--- config.mk ---
export PLATFORM = sky130hd
export DESIGN_NAME = glyph_bitmap_to_spans
export DESIGN_NICKNAME = d
export VERILOG_FILES = /design/src/design/gbs_pkg.sv /design/src/design/gbs_front.sv /design/src/design/gbs_desc_queue.sv /design/src/design/gbs_back.sv /design/src/design/glyph_bitmap_to_spans.sv
export VERILOG_INCLUDE_DIRS = /design/src /design/src/design
export SDC_FILE = /design/constraint.sdc
export NUM_CORES = 1
export LEC_CHECK = 0
export ABC_AREA = 1
export BUFFER_PORTS_ARGS = -buffer_cell sky130_fd_sc_hd__buf_2
export CAP_MARGIN = 20
export CORE_ASPECT_RATIO = 1.25
export CORE_UTILIZATION = 55
export CTS_BUF_LIST = sky130_fd_sc_hd__clkbuf_16
export DETAILED_ROUTE_END_ITERATION = 8
export GPL_TIMING_DRIVEN = 0
export PLACE_DENSITY = 0.74
export SKIP_CTS_REPAIR_TIMING = 1
export SYNTH_ARGS = -nofsm -noshare
export SYNTH_HDL_FRONTEND = slang
export SYNTH_SLANG_ARGS = --single-unit
--- constraint.sdc ---
create_clock -name clk -period 14.3 [get_ports clk]
set_input_delay 0.715 -clock clk [delete_from_list [all_inputs] [get_ports clk]]
set_output_delay 0.715 -clock clk [all_outputs]
set_load 0.02 [all_outputs]
--- src/design/assert_macros.svh ---
// Assertion macros used by the top-level design file.
`ifndef ASSERT_MACROS_SVH
`define ASSERT_MACROS_SVH
`ifndef SYNTH
// Same-cycle implication, switched off while reset is asserted.
`define ASSERT_IMPLIES(label, clock, reset_n, ante, cons) \
    label: assert property (@(posedge clock) disable iff (!reset_n) (ante) |-> (cons)) \
        else $error("assertion failed");
// Next-cycle implication, switched off while reset is asserted.
`define ASSERT_NEXT(label, clock, reset_n, ante, cons) \
    label: assert property (@(posedge clock) disable iff (!reset_n) (ante) |=> (cons)) \
        else $error("assertion failed");
`else
`define ASSERT_IMPLIES(label, clock, reset_n, ante, cons)
`define ASSERT_NEXT(label, clock, reset_n, ante, cons)
`endif
`endif

--- src/design/gbs_pkg.sv ---
// Shared types and constants of the glyph bitmap to span converter.
package gbs_pkg;

    localparam int BITS_PER_BYTE = 8;
    localparam int BIT_CNT_W     = 3;
    localparam logic [BIT_CNT_W-1:0] BIT_LAST = BIT_CNT_W'(BITS_PER_BYTE - 1);

    localparam int DQ_DEPTH = 2;
    localparam int DQ_PTR_W = 1;
    localparam int DQ_CNT_W = 2;

    localparam int OQ_DEPTH = 2;
    localparam int OQ_PTR_W = 1;
    localparam int OQ_CNT_W = 2;

    localparam int CFG_IDX_W  = 3;
    localparam int CFG_DATA_W = 16;

    typedef enum logic [CFG_IDX_W-1:0] {
        REG_GLYPH_WIDTH  = 3'd0,
        REG_GLYPH_HEIGHT = 3'd1,
        REG_X_OFFSET     = 3'd2,
        REG_Y_OFFSET     = 3'd3,
        REG_SCALE        = 3'd4,
        REG_ORIGIN_X     = 3'd5,
        REG_ORIGIN_Y     = 3'd6,
        REG_DRAW_COLOR   = 3'd7
    } cfg_index_t;

    typedef struct packed {
        logic [7:0]         glyph_width;
        logic [7:0]         glyph_height;
        logic signed [7:0]  x_offset;
        logic signed [7:0]  y_offset;
        logic [3:0]         scale;
        logic signed [15:0] origin_x;
        logic signed [15:0] origin_y;
        logic [15:0]        draw_color;
    } cfg_t;

    // One span as found by the scanner, before placement and scaling.
    typedef struct packed {
        logic [8:0] col_end;
        logic [7:0] run;
        logic [7:0] row;
        logic       last;
    } span_desc_t;

    typedef struct packed {
        logic signed [16:0] x;
        logic signed [16:0] y;
        logic [11:0]        width;
        logic [3:0]         height;
        logic [15:0]        color;
        logic               last;
    } span_t;

endpackage

--- src/design/gbs_front.sv ---
// Bit scanner: takes bitmap words, walks their bits and finds foreground runs.
module gbs_front
    import gbs_pkg::*;
(
    input  logic       clk,
    input  logic       rst_n,
    input  cfg_t       cfg,
    input  logic       in_push,
    input  logic [7:0] in_byte,
    input  logic       in_start,
    output logic       in_full,
    input  logic       q_full,
    output logic       q_push,
    output span_desc_t q_desc
);

    logic [7:0]           byte_reg, byte_next;
    logic [BIT_CNT_W-1:0] bit_cnt_reg, bit_cnt_next;
    logic                 busy_reg, busy_next;
    logic [7:0]           column_reg, column_next;
    logic [7:0]           row_reg, row_next;
    logic [7:0]           run_reg, run_next;
    logic                 fin_reg, fin_next;
    logic                 pend_valid_reg, pend_valid_next;
    span_desc_t           pend_desc_reg, pend_desc_next;

    logic       bit_val;
    logic       at_end;
    logic       skip;
    logic [7:0] run_inc;
    logic [8:0] col_inc;
    logic [7:0] row_inc;
    logic       row_end;
    logic       emit;
    logic       push_want;
    logic       advance;
    logic       load;
    span_desc_t new_desc;

    always_comb
    begin
        bit_val = byte_reg[7];
        at_end  = (bit_cnt_reg == BIT_LAST);
        skip    = fin_reg || (cfg.glyph_width == 8'd0) || (row_reg >= cfg.glyph_height);
        run_inc = run_reg + 8'd1;
        col_inc = {1'b0, column_reg} + 9'd1;
        row_inc = row_reg + 8'd1;
        row_end = col_inc[8] || (col_inc[7:0] >= cfg.glyph_width);

        // A clear bit closes an open run; a set bit closes it only at the row end.
        emit = busy_reg && !skip &&
               (bit_val ? (row_end && (run_inc != 8'd0)) : (run_reg != 8'd0));

        new_desc.col_end = bit_val ? col_inc : {1'b0, column_reg};
        new_desc.run     = bit_val ? run_inc : run_reg;
        new_desc.row     = row_reg;
        new_desc.last    = at_end;

        // The held span leaves once it is known whether it is the word's last.
        push_want = pend_valid_reg &&
                    (pend_desc_reg.last || (busy_reg && (emit || at_end)));
        advance   = busy_reg && !(push_want && q_full);
        q_push    = push_want && !q_full;
        q_desc      = pend_desc_reg;
        q_desc.last = pend_desc_reg.last || (busy_reg && at_end && !emit);

        in_full = busy_reg && !(advance && at_end);
        load    = in_push && !in_full;

        byte_next       = byte_reg;
        bit_cnt_next    = bit_cnt_reg;
        busy_next       = busy_reg;
        column_next     = column_reg;
        row_next        = row_reg;
        run_next        = run_reg;
        fin_next        = fin_reg;
        pend_valid_next = pend_valid_reg;
        pend_desc_next  = pend_desc_reg;

        if (advance)
        begin
            byte_next    = {byte_reg[6:0], 1'b0};
            bit_cnt_next = bit_cnt_reg + BIT_CNT_W'(1);
            busy_next    = !at_end;
            if (skip)
            begin
                fin_next = 1'b1;
            end
            else
            begin
                run_next    = bit_val ? run_inc : 8'd0;
                column_next = col_inc[7:0];
                if (row_end)
                begin
                    run_next    = 8'd0;
                    column_next = 8'd0;
                    row_next    = row_inc;
                    if ((row_inc == 8'd0) || (row_inc >= cfg.glyph_height))
                    begin
                        fin_next = 1'b1;
                    end
                end
            end
            if (emit)
            begin
                pend_valid_next = 1'b1;
                pend_desc_next  = new_desc;
            end
            else if (q_push)
            begin
                pend_valid_next = 1'b0;
            end
        end
        else if (q_push)
        begin
            pend_valid_next = 1'b0;
        end

        if (load)
        begin
            byte_next    = in_byte;
            bit_cnt_next = '0;
            busy_next    = 1'b1;
            if (in_start)
            begin
                column_next = 8'd0;
                row_next    = 8'd0;
                run_next    = 8'd0;
                fin_next    = 1'b0;
            end
        end
    end

    always_ff @(posedge clk or negedge rst_n)
    begin
        if (!rst_n)
        begin
            bit_cnt_reg    <= '0;
            busy_reg       <= 1'b0;
            column_reg     <= 8'd0;
            row_reg        <= 8'd0;
            run_reg        <= 8'd0;
            fin_reg        <= 1'b0;
            pend_valid_reg <= 1'b0;
        end
        else
        begin
            bit_cnt_reg    <= bit_cnt_next;
            busy_reg       <= busy_next;
            column_reg     <= column_next;
            row_reg        <= row_next;
            run_reg        <= run_next;
            fin_reg        <= fin_next;
            pend_valid_reg <= pend_valid_next;
        end
    end

    always_ff @(posedge clk)
    begin
        byte_reg      <= byte_next;
        pend_desc_reg <= pend_desc_next;
    end

endmodule

--- src/design/gbs_desc_queue.sv ---
// Short queue of span descriptors between the scanner and the span builder.
module gbs_desc_queue
    import gbs_pkg::*;
(
    input  logic       clk,
    input  logic       rst_n,
    input  logic       push,
    input  span_desc_t din,
    output logic       full,
    input  logic       pop,
    output span_desc_t dout,
    output logic       empty
);

    span_desc_t          mem_reg [DQ_DEPTH];
    logic [DQ_PTR_W-1:0] wr_ptr_reg, wr_ptr_next;
    logic [DQ_PTR_W-1:0] rd_ptr_reg, rd_ptr_next;
    logic [DQ_CNT_W-1:0] count_reg, count_next;
    logic                do_push;
    logic                do_pop;

    always_comb
    begin
        full    = (count_reg == DQ_CNT_W'(DQ_DEPTH));
        empty   = (count_reg == '0);
        dout    = mem_reg[rd_ptr_reg];
        do_push = push && !full;
        do_pop  = pop && !empty;

        wr_ptr_next = do_push ? wr_ptr_reg + DQ_PTR_W'(1) : wr_ptr_reg;
        rd_ptr_next = do_pop ? rd_ptr_reg + DQ_PTR_W'(1) : rd_ptr_reg;
        count_next  = count_reg + DQ_CNT_W'(do_push) - DQ_CNT_W'(do_pop);
    end

    always_ff @(posedge clk or negedge rst_n)
    begin
        if (!rst_n)
        begin
            wr_ptr_reg <= '0;
            rd_ptr_reg <= '0;
            count_reg  <= '0;
        end
        else
        begin
            wr_ptr_reg <= wr_ptr_next;
            rd_ptr_reg <= rd_ptr_next;
            count_reg  <= count_next;
        end
    end

    always_ff @(posedge clk)
    begin
        if (do_push)
        begin
            mem_reg[wr_ptr_reg] <= din;
        end
    end

endmodule

--- src/design/gbs_back.sv ---
// Span builder: places and scales each span and holds finished spans for the receiver.
module gbs_back
    import gbs_pkg::*;
(
    input  logic       clk,
    input  logic       rst_n,
    input  cfg_t       cfg,
    input  logic       q_empty,
    input  span_desc_t q_desc,
    output logic       q_pop,
    input  logic       out_pop,
    output logic       out_empty,
    output span_t      out_span
);

    span_t               mem_reg [OQ_DEPTH];
    logic [OQ_PTR_W-1:0] wr_ptr_reg, wr_ptr_next;
    logic [OQ_PTR_W-1:0] rd_ptr_reg, rd_ptr_next;
    logic [OQ_CNT_W-1:0] count_reg, count_next;
    logic                out_full;
    logic                do_pop;

    logic [3:0]         s_eff;
    logic signed [4:0]  s_sgn;
    logic signed [10:0] x_sum;
    logic signed [9:0]  y_sum;
    logic signed [15:0] x_mul;
    logic signed [14:0] y_mul;
    logic [11:0]        w_mul;
    span_t              span;

    always_comb
    begin
        // A scale of zero draws as a scale of one.
        s_eff = (cfg.scale == 4'd0) ? 4'd1 : cfg.scale;
        s_sgn = $signed({1'b0, s_eff});
        x_sum = 11'(cfg.x_offset) + $signed({2'b00, q_desc.col_end})
                - $signed({3'b000, q_desc.run});
        y_sum = 10'(cfg.y_offset) + $signed({2'b00, q_desc.row});
        x_mul = 16'(x_sum) * 16'(s_sgn);
        y_mul = 15'(y_sum) * 15'(s_sgn);
        w_mul = 12'(q_desc.run) * 12'(s_eff);

        span.x      = 17'(cfg.origin_x) + 17'(x_mul);
        span.y      = 17'(cfg.origin_y) + 17'(y_mul);
        span.width  = w_mul;
        span.height = s_eff;
        span.color  = cfg.draw_color;
        span.last   = q_desc.last;

        out_full  = (count_reg == OQ_CNT_W'(OQ_DEPTH));
        out_empty = (count_reg == '0);
        out_span  = mem_reg[rd_ptr_reg];
        q_pop     = !q_empty && !out_full;
        do_pop    = out_pop && !out_empty;

        wr_ptr_next = q_pop ? wr_ptr_reg + OQ_PTR_W'(1) : wr_ptr_reg;
        rd_ptr_next = do_pop ? rd_ptr_reg + OQ_PTR_W'(1) : rd_ptr_reg;
        count_next  = count_reg + OQ_CNT_W'(q_pop) - OQ_CNT_W'(do_pop);
    end

    always_ff @(posedge clk or negedge rst_n)
    begin
        if (!rst_n)
        begin
            wr_ptr_reg <= '0;
            rd_ptr_reg <= '0;
            count_reg  <= '0;
        end
        else
        begin
            wr_ptr_reg <= wr_ptr_next;
            rd_ptr_reg <= rd_ptr_next;
            count_reg  <= count_next;
        end
    end

    always_ff @(posedge clk)
    begin
        if (q_pop)
        begin
            mem_reg[wr_ptr_reg] <= span;
        end
    end

endmodule

--- src/design/glyph_bitmap_to_spans.sv ---
// Top level of the glyph bitmap to span converter.
//
// Bitmap words enter through push/full: each word carries eight glyph pixels,
// most significant bit first, and glyph_start marks the first word of a glyph.
// Spans leave through empty/pop as a queue: the oldest span sits on the span
// ports while empty is low, and last_of_item flags the last span of a word.
// A word that closes no run produces no span at all.
// Glyph geometry, placement, scale and colour are set through cfg_wen,
// cfg_index and cfg_data, one register per write, while the block is idle.
// The scanner handles one pixel per cycle while the descriptor queue has room,
// and the next word is accepted in the cycle its last pixel is scanned.
// A span is held in the scanner until the next span or the end of its word
// shows whether it is the word's last; it then passes through the descriptor
// queue and the span builder's output queue before it reaches the span ports.
// When the receiver stops popping, the span queues fill and the scanner waits,
// which in turn raises full. Reset empties all queues and restores the
// register defaults (scale one, colour all ones, everything else zero).
`include "assert_macros.svh"

module glyph_bitmap_to_spans
    import gbs_pkg::*;
(
    input  logic                  clk,
    input  logic                  rst_n,
    input  logic                  cfg_wen,
    input  logic [CFG_IDX_W-1:0]  cfg_index,
    input  logic [CFG_DATA_W-1:0] cfg_data,
    input  logic                  push,
    output logic                  full,
    input  logic [7:0]            bitmap_byte,
    input  logic                  glyph_start,
    output logic                  empty,
    input  logic                  pop,
    output logic signed [16:0]    span_x,
    output logic signed [16:0]    span_y,
    output logic [11:0]           span_width,
    output logic [3:0]            span_height,
    output logic [15:0]           span_color,
    output logic                  last_of_item
);

    cfg_t       cfg_reg;
    logic       desc_push;
    logic       desc_full;
    logic       desc_pop;
    logic       desc_empty;
    span_desc_t desc_in;
    span_desc_t desc_out;
    span_t      out_span;

    always_ff @(posedge clk or negedge rst_n)
    begin
        if (!rst_n)
        begin
            cfg_reg.glyph_width  <= 8'd0;
            cfg_reg.glyph_height <= 8'd0;
            cfg_reg.x_offset     <= 8'sd0;
            cfg_reg.y_offset     <= 8'sd0;
            cfg_reg.scale        <= 4'd1;
            cfg_reg.origin_x     <= 16'sd0;
            cfg_reg.origin_y     <= 16'sd0;
            cfg_reg.draw_color   <= 16'hFFFF;
        end
        else if (cfg_wen)
        begin
            case (cfg_index_t'(cfg_index))
                REG_GLYPH_WIDTH:  cfg_reg.glyph_width  <= cfg_data[7:0];
                REG_GLYPH_HEIGHT: cfg_reg.glyph_height <= cfg_data[7:0];
                REG_X_OFFSET:     cfg_reg.x_offset     <= $signed(cfg_data[7:0]);
                REG_Y_OFFSET:     cfg_reg.y_offset     <= $signed(cfg_data[7:0]);
                REG_SCALE:        cfg_reg.scale        <= cfg_data[3:0];
                REG_ORIGIN_X:     cfg_reg.origin_x     <= $signed(cfg_data);
                REG_ORIGIN_Y:     cfg_reg.origin_y     <= $signed(cfg_data);
                REG_DRAW_COLOR:   cfg_reg.draw_color   <= cfg_data;
                default:          cfg_reg.draw_color   <= cfg_reg.draw_color;
            endcase
        end
    end

    gbs_front u_front
    (
        .clk      (clk),
        .rst_n    (rst_n),
        .cfg      (cfg_reg),
        .in_push  (push),
        .in_byte  (bitmap_byte),
        .in_start (glyph_start),
        .in_full  (full),
        .q_full   (desc_full),
        .q_push   (desc_push),
        .q_desc   (desc_in)
    );

    gbs_desc_queue u_desc_queue
    (
        .clk   (clk),
        .rst_n (rst_n),
        .push  (desc_push),
        .din   (desc_in),
        .full  (desc_full),
        .pop   (desc_pop),
        .dout  (desc_out),
        .empty (desc_empty)
    );

    gbs_back u_back
    (
        .clk       (clk),
        .rst_n     (rst_n),
        .cfg       (cfg_reg),
        .q_empty   (desc_empty),
        .q_desc    (desc_out),
        .q_pop     (desc_pop),
        .out_pop   (pop),
        .out_empty (empty),
        .out_span  (out_span)
    );

    assign span_x       = out_span.x;
    assign span_y       = out_span.y;
    assign span_width   = out_span.width;
    assign span_height  = out_span.height;
    assign span_color   = out_span.color;
    assign last_of_item = out_span.last;

    // The scanner must wait rather than push into a full descriptor queue.
    `ASSERT_IMPLIES(a_desc_no_overflow, clk, rst_n, desc_push, !desc_full)
    // A waiting span always has a height, since a zero scale draws as one.
    `ASSERT_IMPLIES(a_span_height_set, clk, rst_n, !empty, span_height != 4'd0)
    // A freshly accepted word closes the input as its pixels start to be scanned.
    `ASSERT_NEXT(a_busy_after_accept, clk, rst_n, push && !full, full)

endmodule
# == Yosys cells after proc, flatten, opt, wreduce, memory -nomap -nowiden ==
# Memories as Yosys holds them, arrays and structs flattened.
# Index checks and enable logic that the tools add are counted.
# totals
register_bits,156
ram_bits,186
output_inout_bits,69
wordCells,153
n_memories,2
# classes
n_addsub,17
multipliers,3
magnitude_cmp,3
eq_ne,10
muxes,39
n_reduce_logical,52
# memory_table
name,depth,width,read_ports,rd_clocked_by_memory_dff,wr,line,source
u_back.mem_reg,2,67,1,0,1,gbs_back.sv:16,span_t mem_reg [OQ_DEPTH];
u_desc_queue.mem_reg,2,26,1,0,1,gbs_desc_queue.sv:15,span_desc_t mem_reg [DQ_DEPTH];
# ops
cell,count
2-to-1 mux 8 bit,20
>= comparator 8 bit,3
AND reduction 2 bit,9
adder 16 x 15 -> 17 bit,1
adder 16 x 16 -> 17 bit,1
logical AND 1 bit,17
adder 8 x 1 -> 8 bit (second input constant),2
logical NOT 8 bit,2
multiplier 11 x 5 -> 16 bit,1
2-to-1 mux 1 bit,16
nonzero test 8 bit,2
== test 3 bit (second input constant),5
multiplier 10 x 5 -> 15 bit,1
multiplier 8 x 4 -> 12 bit,1
adder 8 x 10 -> 11 bit,1
subtractor 11 x 9 -> 11 bit,1
adder 8 x 9 -> 10 bit,1
logical NOT 1 bit,10
adder 8 x 1 -> 9 bit (second input constant),1
logical OR 1 bit,7
== test 3 x 2 -> 1 bit (second input constant),2
2-to-1 mux 3 bit,2
adder 1 bit (second input constant),4
adder 2 x 1 -> 2 bit,2
9 further kinds,12

# == Logic depth before layout (Yosys ltp) ==
# depth
ltp_word,19
depth_mapped,35

# == Cells and area by module ==
# A second synthesis with hierarchy kept.
# hier_totals
cells_unflattened,2554
area_unflattened_um2,21931.0
# modules_own_cells
mod,n_inst,cells_each,area_each_um2
gbs_back,1,1408,11838.9
gbs_front,1,601,4546.9
glyph_bitmap_to_spans,1,376,3380.7
gbs_desc_queue,1,169,2164.6

# == Least setup slack after synthesis ==
# OpenSTA, ideal clock, no wires.
# synth_path
kind,register -> register
startpoint,register u_desc_queue.rd_ptr_reg
endpoint,"memory u_back.mem_reg[0][64] (netlist name), data pin"
arrival_time_ps,6096
required_time_ps,14038
path_slack_ps,7942
stages_incl_launch_ff,34
path_buffers,1
period_less_slack_ps,6358
cell_sequence,dfrtp_1 > clkbuf_1 > inv_1 > or2_2 > o21ai_0 > inv_1 > fa_1 > inv_1 > ha_1 > a21oi_1 > nand2_1 > nand2_1 > nand2_1 > a21oi_1 > nor2_1 > o21ai_0 > nand2_1 > xor2_1 > nor2_1 > fa_1 > fa_1 > inv_1 > fa_1 > inv_1 > ha_1 > a21oi_1 > inv_1 > a31oi_1 > o21bai_1 > a21oi_1 > o21ai_0 > nand2_1 > nand2_1 > xor2_1
# synth_lines
item,line,source
from (decl),gbs_desc_queue.sv:17,"logic [DQ_PTR_W-1:0] rd_ptr_reg, rd_ptr_next;"
from (signal assigned),gbs_desc_queue.sv:46,rd_ptr_reg <= rd_ptr_next;
to (decl),gbs_back.sv:16,

==> reports/metrics.csv <==
metric,value,unit
status,finished clean,
finish.utilization,62.7,%
grt_use_total,25.3,%
rows,78,
finalHoldViolCount,0,
die_y,217,um
multi_input_area,9080,um^2
synth-seq-area-share,47.5,%
cts_tree,done,
critPathLaunchType,register,
synth_top_cell_by_area,edfxtp_1,
port_buffers,100,
worst-slew-pin-transition,0.993,ns
drc,0,
synth.distinct_cells,42,
coreArea,36400,um^2
fin_setup_tns,0,ns
arrival,7.67,ns
initial_core_util,56.0,%
yosys-top-cells-area,"edfxtp_1, dfrtp_1, nand2_1",
maxCapViolCount,0,
final_area,22800,um^2
cts.path.max_buffers,3,
period_minus_slack,7.39,ns
clock_latency,0.54,ns
skew,0.0184,ns
cts_made_buffers,36,
gp_congestion,0.895,
antenna_left,0,
grt_pass1_vias,14953,
slowest_stage,fa_1,
io_pins,102,
nFillCells,3004,
syn_nets,2442,
relSlewSlack,33.7,%
synth_edf_count,220,
async_flop_share,35.7,%
finalWirelength,45500,um
fmax,135,MHz
whs,0.0835,ns
ctsRootBufferMaster,clkbuf_16,
end_kind,register,
grt_max_degree,84,
hold_path.class,in2async,
place_area,21700,um^2
routed-via-count,14481,
largest_reg_flops,134,
worstPathMaxFanout,10,
hpwl,35300,um
rsz0062_at_grt,no,
grt_first_pass_wirelength,75300,um
first_pass_iters,5,
yosysTopAreaCellShare,32.4,%
via_per_inst,5.13,
final_nets,2587,
die_w,174,um
register_area,9680,um^2
overflow,0,
fin_crit_sh,51.7,%
clkTransAtPathRegs,0.06,ns
cp.required,14.59,ns
area_growth,11.9,%
ys_warn_count,0,
drive_gt1_share,9.81,%
die_area,37900,um^2
cp_slowest_stage_delay,0.53,ns
post_synth.cell_area_avg,9.39,um^2
cts_htree_levels,2,
setup_violations,0,
synthCells,2173,
netlist_area,20400,um^2
antenna_found_initial,0,
n_antenna_cell,0,
wl_per_cell,16.1,um
final_max_slew_viol_count,0,
synth_ff_type,edfxtp_1,
drt_iter0_drc,979,
cts_sinks,342,
path_class,reg2reg,
synth_seq_cells,342,
## critical path, delay by kind of cell (launching register included)
| family | cells | cell delay, ns |
|---|---|---|
| buffers and inverters | 7 | 0.95 |
| adder cells (fa/ha/maj) | 6 | 2.71 |
| XOR/XNOR | 2 | 0.46 |
| AO/OA/AOI/OAI | 9 | 1.71 |
| flip-flops | 1 | 0.32 |
| AND/OR/NAND/NOR | 9 | 0.98 |
## metal layers
metal / part of all wire [%] / vias up / global-route usage (%)
met5: 0 / - / 0
li1: - / 7170 / -
met2: 54 / 298 / 48.6
met1: 38 / 6922 / 27.8
met3: 3.4 / 91 / 2.66
met4: 4.0 / 0 / 11.4
## cells in the mapped netlist (2+ instances only)
master and count:
nand2_1 588, inv_1 352, edfxtp_1 220, nor2_1 153, ha_1 137, o21ai_0 134
dfrtp_1 105, fa_1 99, a21oi_1 93, xor2_1 50, clkbuf_1 46, nand3_1 41
dfstp_2 17, xnor2_1 16, nor3_1 15, or2_2 14, o21ai_1 12, nand4_1 8
mux2i_1 7, inv_2 6, nand2_2 6, buf_1 5, buf_6 5, a21o_1 4
buf_2 4, buf_4 4, o21a_1 4, o21bai_1 4, clkinv_1 3, nor2_2 3
nor4_1 3, o31ai_1 3, a31oi_1 2, nand3_4 2
## kinds of logic after synthesis
logic type | count (synthesis) | synth area share (%)
and+or+nand+nor | 834 | 16.3
buffers and inverters | 425 | 8.10
DFF | 342 | 47.5
AOI/OAI and AO/OA | 262 | 6.76
adders and majority gates | 236 | 18.1
xor gates and xnor gates | 67 | 2.91
muxes | 7 | 0.344
## cells in the final DEF, fill, tap and decap left out, drive strengths merged, types with 43 or more instances in the layout
cell type	netlist	final
nand3	43	43
nor2	156	156
fa	99	99
clkbuf	46	82
edfxtp	220	220
ha	137	137
inv	358	368
dfrtp	105	105
nand2	594	594
o21ai	146	146
xor2	51	51
buf	18	125
a21oi	94	94
## worst paths after layout
check | startpoint | to | slack, ns | depth (start not counted)
max in group asynchronous | rst_n | cfg_reg[48] | 13.41 | 2
worst max register to register | u_desc_queue.rd_ptr_reg | u_back.mem_reg[1][64] | 6.91 | 33
worst min-delay path | rst_n | u_front.run_reg[4] | 0.08 | 1
min in group clk | u_front.q_desc[21] | u_desc_queue.mem_reg[1][21] | 0.44 | 0
worst max-delay path | u_desc_queue.rd_ptr_reg | u_back.mem_reg[1][64] | 6.91 | 33
worst min register to register | u_front.q_desc[21] | u_desc_queue.mem_reg[1][21] | 0.44 | 0
## cell type report
cell class	count	area share, %
flip-flops and latches	342	42.4
multi-input cells	1406	39.8
inverters	361	5.94
clock buffers	36	3.95
repair buffers	107	2.82
well taps	480	2.63
plain buffers	64	1.30
clock inverters	28	1.16
## per-stage QoR
step,worst slack (ns),instances
floorplan,7.94,2173
global placement,7.00,2753
detailed placement,6.98,2760
CTS,6.96,2824
global route,6.26,2824
finish,6.91,2824
Power is left out: the tool's default activity adds up to more than one toggle a clock period on the data nets, which glitch-free logic cannot reach.
